**src/design/wlcs_pkg.sv**
```systemverilog
// Package with shared constants, types and a helper function for the peer selector.
package wlcs_pkg;

  localparam int NumPeers = 8;
  localparam int PeerW = 3;

  localparam logic [1:0] StatusChosen  = 2'd0;
  localparam logic [1:0] StatusBusy    = 2'd1;
  localparam logic [1:0] StatusRelease = 2'd2;

  localparam logic [2:0] RegWeights  = 3'd0;
  localparam logic [2:0] RegLimits   = 3'd1;
  localparam logic [2:0] RegWindows  = 3'd2;
  localparam logic [2:0] RegDown     = 3'd3;
  localparam logic [2:0] RegCount    = 3'd4;

  // Commands from the controller to the datapath.
  typedef struct packed {
    logic load;       // capture the input transaction
    logic scan_clear; // reset the scan index and scan flags
    logic scan1;      // first scan: find the minimum ratio
    logic scan2;      // second scan: smooth round robin over ties
    logic update;     // apply the select update and build the result
    logic release_op; // apply the release update and build the result
    logic busy_op;    // clear fail counts and build the busy result
  } wlcs_cmd_t;

  // Status from the datapath to the controller.
  typedef struct packed {
    logic is_release;
    logic scan_last;
    logic found;
    logic many;
  } wlcs_stat_t;

  function automatic logic [3:0] weight_of(input logic [31:0] w, input logic [PeerW-1:0] i);
    logic [3:0] v;
    v = w[4*i +: 4];
    return (v == 4'd0) ? 4'd1 : v;
  endfunction

endpackage

```
**src/design/weighted_least_conn_select.sv**
```systemverilog
// Top level of the weighted least-connections peer selector.
// Usage: a transaction on the input channel (valid/stall) is either a select
// (func 0) or a release (func 1). Each input transaction yields exactly one
// output transaction carrying status, chosen_peer and new_tried_mask.
// A select scans the peers in use one per cycle to find the lowest ratio of
// connections to weight; if several tie, a second scan from the first minimum
// applies smooth weighted round robin. A release is applied in the dispatch
// state; a select with no peer available ends after the first scan, one
// without a tie goes from the first scan to the update, and one with a tie
// runs the second scan before the update. Both scans step sequentially
// through the single comparison unit.
// One transaction is in work at a time; the next is accepted once the result
// is registered and the output slot is free or being taken.
// Reset clears all connection counts, fail counts, check times and smooth
// weights and loads the register defaults. When the receiver stalls, the
// result holds steady and the input stays stalled until the result leaves.
// Configuration is written through cfg_en/cfg_index/cfg_data while idle.
module weighted_least_conn_select (
  input  logic        clk,
  input  logic        rst,
  input  logic        cfg_en,
  input  logic [2:0]  cfg_index,
  input  logic [63:0] cfg_data,
  input  logic        in_valid,
  output logic        in_stall,
  input  logic        func,
  input  logic [31:0] now_seconds,
  input  logic [7:0]  tried_mask,
  input  logic [2:0]  peer_index,
  input  logic        failed,
  output logic        out_valid,
  input  logic        out_stall,
  output logic [1:0]  status,
  output logic [2:0]  chosen_peer,
  output logic [7:0]  new_tried_mask
);

  wlcs_pkg::wlcs_cmd_t  cmd;
  wlcs_pkg::wlcs_stat_t stat;

  wlcs_ctrl u_ctrl (
    .clk(clk), .rst(rst), .in_valid(in_valid), .in_stall(in_stall),
    .out_valid(out_valid), .out_stall(out_stall), .stat(stat), .cmd(cmd)
  );

  wlcs_datapath u_dp (
    .clk(clk), .rst(rst), .cfg_en(cfg_en), .cfg_index(cfg_index), .cfg_data(cfg_data),
    .func(func), .now_seconds(now_seconds), .tried_mask(tried_mask),
    .peer_index(peer_index), .failed(failed), .cmd(cmd), .stat(stat),
    .res_status(status), .res_peer(chosen_peer), .res_tried(new_tried_mask)
  );

endmodule

```
**src/design/wlcs_datapath.sv**
```systemverilog
// Datapath of the peer selector: registers, peer state and per-peer scan logic.
module wlcs_datapath (
  input  logic                   clk,
  input  logic                   rst,
  input  logic                   cfg_en,
  input  logic [2:0]             cfg_index,
  input  logic [63:0]            cfg_data,
  input  logic                   func,
  input  logic [31:0]            now_seconds,
  input  logic [7:0]             tried_mask,
  input  logic [2:0]             peer_index,
  input  logic                   failed,
  input  wlcs_pkg::wlcs_cmd_t    cmd,
  output wlcs_pkg::wlcs_stat_t   stat,
  output logic [1:0]             res_status,
  output logic [2:0]             res_peer,
  output logic [7:0]             res_tried
);

  logic [31:0] peer_weights;
  logic [31:0] peer_fail_limits;
  logic [63:0] peer_fail_windows;
  logic [7:0]  down_mask;
  logic [3:0]  peer_count;

  logic [15:0] conn_counts [wlcs_pkg::NumPeers];
  logic [7:0]  fail_counts [wlcs_pkg::NumPeers];
  logic [31:0] check_times [wlcs_pkg::NumPeers];
  logic signed [9:0] smooth_weights [wlcs_pkg::NumPeers];

  logic        op_func;
  logic [31:0] op_now;
  logic [7:0]  op_tried;
  logic [2:0]  op_pidx;
  logic        op_failed;

  logic [2:0]  idx;
  logic [2:0]  best;
  logic        found;
  logic        many;
  logic signed [7:0] total;

  logic [3:0]  n_act;
  logic [3:0]  w_i, w_b, lim_i;
  logic [7:0]  win_i, win_b;
  logic        elig;
  logic [19:0] lhs, rhs;
  logic signed [10:0] sw_add;
  logic signed [9:0]  sw_sat;
  logic signed [11:0] sw_sub;
  logic [31:0] age_i, age_b;
  logic [2:0]  best_next;

  // The second scan starts at the final minimum, including an update on the last peer.
  function automatic logic [2:0] best_scan_start(input logic e, input logic f,
      input logic [19:0] l, input logic [19:0] r, input logic [2:0] i, input logic [2:0] b);
    logic [2:0] s;
    s = b;
    if (e && (!f || l < r)) s = i;
    return s;
  endfunction

  always_comb begin
    if (peer_count == 4'd0) n_act = 4'd1;
    else if (peer_count > 4'd8) n_act = 4'd8;
    else n_act = peer_count;
    w_i   = wlcs_pkg::weight_of(peer_weights, idx);
    w_b   = wlcs_pkg::weight_of(peer_weights, best);
    lim_i = peer_fail_limits[4*idx +: 4];
    win_i = peer_fail_windows[8*idx +: 8];
    win_b = peer_fail_windows[8*best +: 8];
    age_i = op_now - check_times[idx];
    age_b = op_now - check_times[best];
    elig  = !op_tried[idx] && !down_mask[idx] &&
            !(lim_i != 4'd0 && fail_counts[idx] >= {4'd0, lim_i} && age_i <= {24'd0, win_i});
    lhs   = conn_counts[idx] * w_b;
    rhs   = conn_counts[best] * w_i;
    sw_add = 11'(smooth_weights[idx]) + 11'(signed'({1'b0, w_i}));
    if (sw_add > 11'sd511) sw_sat = 10'sd511;
    else if (sw_add < -11'sd512) sw_sat = -10'sd512;
    else sw_sat = sw_add[9:0];
    sw_sub = 12'(smooth_weights[best]) - 12'(total);
    best_next = best;
    if (sw_sat > smooth_weights[best]) best_next = idx;
  end

  assign stat.is_release = op_func;
  assign stat.scan_last  = ({1'b0, idx} + 4'd1 >= n_act);
  assign stat.found      = found;
  assign stat.many       = many;

  always_ff @(posedge clk) begin
    if (rst) begin
      peer_weights      <= 32'h1111_1111;
      peer_fail_limits  <= 32'h1111_1111;
      peer_fail_windows <= 64'h0A0A_0A0A_0A0A_0A0A;
      down_mask         <= 8'd0;
      peer_count        <= 4'd8;
      for (int k = 0; k < wlcs_pkg::NumPeers; k++) begin
        conn_counts[k]    <= '0;
        fail_counts[k]    <= '0;
        check_times[k]    <= '0;
        smooth_weights[k] <= '0;
      end
      found <= 1'b0;
      many  <= 1'b0;
      idx   <= '0;
      best  <= '0;
      total <= '0;
    end else begin
      if (cfg_en) begin
        case (cfg_index)
          wlcs_pkg::RegWeights: peer_weights      <= cfg_data[31:0];
          wlcs_pkg::RegLimits:  peer_fail_limits  <= cfg_data[31:0];
          wlcs_pkg::RegWindows: peer_fail_windows <= cfg_data;
          wlcs_pkg::RegDown:    down_mask         <= cfg_data[7:0];
          wlcs_pkg::RegCount:   peer_count        <= cfg_data[3:0];
          default: ;
        endcase
      end
      if (cmd.load) begin
        op_func   <= func;
        op_now    <= now_seconds;
        op_tried  <= tried_mask;
        op_pidx   <= peer_index;
        op_failed <= failed;
      end
      if (cmd.scan_clear) begin
        idx   <= '0;
        found <= 1'b0;
        many  <= 1'b0;
        best  <= '0;
        total <= '0;
      end
      if (cmd.scan1) begin
        if (elig) begin
          if (!found) begin
            found <= 1'b1;
            best  <= idx;
            many  <= 1'b0;
          end else if (lhs < rhs) begin
            best <= idx;
            many <= 1'b0;
          end else if (lhs == rhs) begin
            many <= 1'b1;
          end
        end
        if (stat.scan_last) idx <= best_scan_start(elig, found, lhs, rhs, idx, best);
        else idx <= idx + 3'd1;
      end
      if (cmd.scan2) begin
        if (elig && lhs == rhs) begin
          smooth_weights[idx] <= sw_sat;
          total <= total + 8'(signed'({1'b0, w_i}));
          best  <= best_next;
        end
        idx <= idx + 3'd1;
      end
      if (cmd.update) begin
        if (sw_sub > 12'sd511) smooth_weights[best] <= 10'sd511;
        else if (sw_sub < -12'sd512) smooth_weights[best] <= -10'sd512;
        else smooth_weights[best] <= sw_sub[9:0];
        if (age_b > {24'd0, win_b}) check_times[best] <= op_now;
        if (conn_counts[best] != 16'hFFFF) conn_counts[best] <= conn_counts[best] + 16'd1;
        res_status <= wlcs_pkg::StatusChosen;
        res_peer   <= best;
        res_tried  <= op_tried | (8'd1 << best);
      end
      if (cmd.release_op) begin
        if ({1'b0, op_pidx} < n_act) begin
          if (conn_counts[op_pidx] != 16'd0)
            conn_counts[op_pidx] <= conn_counts[op_pidx] - 16'd1;
          if (op_failed) begin
            if (fail_counts[op_pidx] != 8'hFF)
              fail_counts[op_pidx] <= fail_counts[op_pidx] + 8'd1;
            check_times[op_pidx] <= op_now;
          end
        end
        res_status <= wlcs_pkg::StatusRelease;
        res_peer   <= op_pidx;
        res_tried  <= op_tried;
      end
      if (cmd.busy_op) begin
        for (int k = 0; k < wlcs_pkg::NumPeers; k++) fail_counts[k] <= '0;
        res_status <= wlcs_pkg::StatusBusy;
        res_peer   <= '0;
        res_tried  <= op_tried;
      end
    end
  end

endmodule

```
**src/design/wlcs_ctrl.sv**
```systemverilog
// Controller state machine that sequences the scans and the update of the peer selector.
module wlcs_ctrl (
  input  logic                 clk,
  input  logic                 rst,
  input  logic                 in_valid,
  output logic                 in_stall,
  output logic                 out_valid,
  input  logic                 out_stall,
  input  wlcs_pkg::wlcs_stat_t stat,
  output wlcs_pkg::wlcs_cmd_t  cmd
);

  typedef enum logic [5:0] {
    S_IDLE  = 6'b000001,
    S_DISP  = 6'b000010,
    S_SCAN1 = 6'b000100,
    S_DEC   = 6'b001000,
    S_SCAN2 = 6'b010000,
    S_UPD   = 6'b100000
  } state_t;

  state_t state, state_next;
  logic   out_valid_next;
  logic   slot_free;

  assign slot_free = !out_valid || !out_stall;
  assign in_stall  = !(state == S_IDLE && slot_free);

  always_comb begin
    state_next = state;
    cmd = '0;
    out_valid_next = out_valid && out_stall;
    case (state)
      S_IDLE: begin
        if (in_valid && slot_free) begin
          cmd.load = 1'b1;
          cmd.scan_clear = 1'b1;
          state_next = S_DISP;
        end
      end
      S_DISP: begin
        if (stat.is_release) begin
          cmd.release_op = 1'b1;
          out_valid_next = 1'b1;
          state_next = S_IDLE;
        end else begin
          state_next = S_SCAN1;
        end
      end
      S_SCAN1: begin
        cmd.scan1 = 1'b1;
        if (stat.scan_last) state_next = S_DEC;
      end
      S_DEC: begin
        if (!stat.found) begin
          cmd.busy_op = 1'b1;
          out_valid_next = 1'b1;
          state_next = S_IDLE;
        end else if (stat.many) begin
          state_next = S_SCAN2;
        end else begin
          state_next = S_UPD;
        end
      end
      S_SCAN2: begin
        cmd.scan2 = 1'b1;
        if (stat.scan_last) state_next = S_UPD;
      end
      S_UPD: begin
        cmd.update = 1'b1;
        out_valid_next = 1'b1;
        state_next = S_IDLE;
      end
      default: state_next = S_IDLE;
    endcase
  end

  always_ff @(posedge clk) begin
    if (rst) begin
      state     <= S_IDLE;
      out_valid <= 1'b0;
    end else begin
      state     <= state_next;
      out_valid <= out_valid_next;
    end
  end

endmodule

```
**config.mk**
```make
export PLATFORM = sky130hd
export DESIGN_NAME = weighted_least_conn_select
export DESIGN_NICKNAME = d
export VERILOG_FILES = /design/src/design/wlcs_pkg.sv /design/src/design/weighted_least_conn_select.sv /design/src/design/wlcs_datapath.sv /design/src/design/wlcs_ctrl.sv
export SDC_FILE = /design/constraint.sdc
export NUM_CORES = 2
export LEC_CHECK = 0
export BUFFER_PORTS_ARGS = -buffer_cell sky130_fd_sc_hd__buf_2
export CAP_MARGIN = 20
export CORE_ASPECT_RATIO = 1.2
export CORE_UTILIZATION = 60
export CTS_CLUSTER_SIZE = 20
export DETAILED_ROUTE_END_ITERATION = 10
export PLACE_DENSITY = 0.86
export SLEW_MARGIN = 20
export SYNTH_ARGS = -nofsm -noshare
export SYNTH_HDL_FRONTEND = slang
export SYNTH_SLANG_ARGS = --single-unit
```
**constraint.sdc**
```tcl
create_clock -name clk -period 14 [get_ports clk]
set_input_delay 0.7 -clock clk [delete_from_list [all_inputs] [get_ports clk]]
set_output_delay 0.7 -clock clk [all_outputs]
set_load 0.02 [all_outputs]
```
==> results.ini <==
[outcome]
outcome=complete, no violations

[clock_network]
clk-insertion-delay-late_ns=0.67
hold_buffers=0
cts_resized=0
tritoncts.num_buffers=80
htreeDepth=3
clk_pin_slew_ns=0.06
postCtsSetupRepairBufs=0
cts_sinks=758
cts_tree=built
root_buffer=clkbuf_16
cts.path.max_buffers=3

[power_and_ir_drop]
ir_drop_v=0.000118
power.internal_mw=4.13
power_frac_comb=0.175
switching_share=0.285
pwr-share-seq=0.449
p_sw_mw=1.65
powerDensity_nw_per_um2=109
clockPowerShare=0.376
totalPowerFinal_mw=5.78
p_leak_nw=18.6

[flow_run]
maxCapViolations=0

[timing]
hold_viol=0
timing.final.crit_share=0.711
rsz0062_at_grt=false
maxSlewViolCount=0
relSlewSlack=0.117
skew_ns=0.0434
worst_slew_pin_slew_ns=1.32
period_minus_slack_ns=9.95
setup_tns_ns=0
setup-violations-final=0
fin_ws_ns=4.05
fmax_mhz=100

[floorplanning]
core_um2=79600
initial_core_util=0.611
fp.dieArea_um2=82100
rows=113
fp.dieW_um=262
io_pins=132
die_h_um=314

[hold_path]
worstHoldStart=now_seconds[12]
hold_class=in2reg
min_to=u_dp.op_now[12]
hold_depth=1

[logic_synthesis]
synth_area_um2=48600
syn_avg_cell_area_um2=11.3
ys_types=84
synth_edf_count=586
seq_area_frac_synth=0.433
syn_inst=4285
synth_nets=4652
synth_top_flop_cell=edfxtp_1
yosys_register_bits=758
async_reset_ff_frac=0
ys_warn_count=0

[grt]
first_global_vias=37400
track_usage=0.342
grt_pass1_wl_um=213000
grt_max_degree=102
grt_overflow_total=0
grt_antenna_before_repair=1

[layout]
syn_to_final_growth_pct=8.76
final_common_cell=edfxtp_1
nNetsFinal=4659
layout_common_cells=586 x edfxtp_1, 517 x nor2_1, 469 x nand2_1
fillCellCount=5659
drive_gt1_frac=0.180

[setup_path]
critPathKind=reg2reg
crit_fanout=98
slowest_stage=o22ai_1
cp-end-kind=flip-flop
reg2reg_depth=32
critPathArrivalTime_ns=10.41
reg2reg_to=u_dp.smooth_weights[1][8]
critical_path_required_ns=14.46
ff2ff_setup_slack_ns=4.05
startpoint_type=flip-flop
cp_slowest_stage_delay_ns=0.80

[drt]
drt_iter0_markers=4283
postRouteAntennaNets=0
via_per_inst=6.88
drt-total-wl_um=141000
firstDrtPassIters=8
wl_per_cell_um=26.1
route.vias.total=37100
drc_errors=0

[placed_design]
gp_congestion=0.986
port_buffers=131
pre_cts_ws_ns=4.26
hpwl_um=91400

synthesized netlist by cell type (23+ instances only):
library cell	number	area, um2
fa_1	61	1220
or2_2	39	244
dfxtp_1	172	3440
nand2b_1	38	238
mux2i_1	171	1710
a21oi_1	247	1240
xnor2_1	53	464
nand2_1	469	1760
nand4_1	23	144
o21ai_0	87	435
buf_2	37	185
nor3b_1	259	1940
mux2_2	38	428
nor3_1	51	255
clkbuf_1	185	694
nor2b_1	40	250
buf_1	34	128
nor2_1	520	1950
mux4_2	343	7720
nand3_1	74	370
inv_1	151	567
ha_1	189	2360
edfxtp_1	586	17600
xor2_1	45	394
a21o_1	47	353
layer usage:
layer  GRT usage  part of all wire  vias to the layer above  wire length, um
met4       0.241             0.075                        0            10600
met3      0.0614             0.097                      607            13600
met2       0.566              0.49                     2370            68600
met5           0                 0                        -                0
li1            -                 -                    16000                -
met1       0.404              0.34                    18100            47700
flip-flops by register name, indices dropped and copies added (netlist names), named ones only:
| signal | count |
|---|---|
| u_dp.op_tried | 8 |
| u_dp.peer_fail_windows | 64 |
| u_dp.best | 3 |
| u_dp.peer_weights | 32 |
| u_dp.conn_counts | 128 |
| u_dp.fail_counts | 64 |
| u_dp.res_tried | 8 |
| u_dp.check_times | 256 |
| u_dp.res_status | 2 |
| u_dp.idx | 3 |
| u_ctrl.state | 6 |
| u_dp.peer_count | 4 |
| u_dp.op_failed | 1 |
| u_dp.res_peer | 3 |
| u_dp.op_func | 1 |
| u_dp.op_now | 32 |
| u_dp.smooth_weights | 80 |
| u_dp.total | 8 |
| u_dp.down_mask | 8 |
| u_dp.op_pidx | 3 |
| u_dp.many | 1 |
| u_dp.peer_fail_limits | 32 |
| u_ctrl.out_valid | 1 |
| u_dp.found | 1 |
critical path: cells and delay by family (launching register included):
family,cells,cell delay [ns]
compound gates,11,3.25
simple gates,10,2.03
buf+inv,4,0.88
fa+ha+maj,4,1.59
xor+xnor,1,0.13
mux,2,1.15
flops,1,0.63
per-stage QoR:
step | std cells | utilization | hold WS (ns) | cell area, um2
final | 5392 | 0.664 | 0.208 | 52900
after detailed placement | 5245 | 0.630 | 0.447 | 50200
after CTS | 5391 | 0.664 | 0.188 | 52900
after floorplan | 4285 | - | 0.433 | 48600
after global placement | 5245 | 0.630 | 0.439 | 50200
after global routing | 5392 | 0.664 | 0.204 | 52900
final cells by class:
class                           count  area (um2)  area share
Multi-Input combinational cell   3103       26100       0.493
Clock inverter                     40         507     0.00959
Sequential cell                   758       21100       0.399
Inverter                          153         574      0.0109
Tap cell                         1035        1290      0.0245
Timing Repair Buffer              196        1160      0.0219
Clock buffer                      106        2170      0.0411
Antenna cell                        1        2.50   0.0000473
worst max path at each step:
| stage | from | end | slack (ns) |
|---|---|---|---|
| after CTS | flip-flop | u_dp.smooth_weights[1][8] | 4.15 |
| after global routing | flip-flop | u_dp.smooth_weights[1][8] | 3.27 |
| after detailed placement | flip-flop | u_dp.smooth_weights[1][4] | 4.26 |
| after global placement | flip-flop | u_dp.smooth_weights[0][4] | 4.50 |
| final | flip-flop | u_dp.smooth_weights[1][8] | 4.05 |
| after floorplan | u_dp.idx[0] | u_dp.smooth_weights[1][0] | 5.44 |
logic make-up (layout without fill, tap and decap cells):
group	after synthesis	count (layout)	share of synthesized area
xor+xnor	98	98	0.0177
mux	552	552	0.203
simple gates	1612	1612	0.162
buf+inv	424	495	0.0350
flops	758	758	0.433
fa+ha+maj	250	250	0.0738
compound gates	591	591	0.0759
other cells	0	1	0
power by group through the flow:
stage               clock, mW  combinational (mW)  sequential, mW
floorplan                   0               0.723            2.58
global placement            0               0.958            2.63
detailed placement          0               0.978            2.64
CTS                      2.19               0.989            2.59
global route             2.26                1.08            2.60
finish                   2.18                1.01            2.59
(Power assumes the default switching activity.)
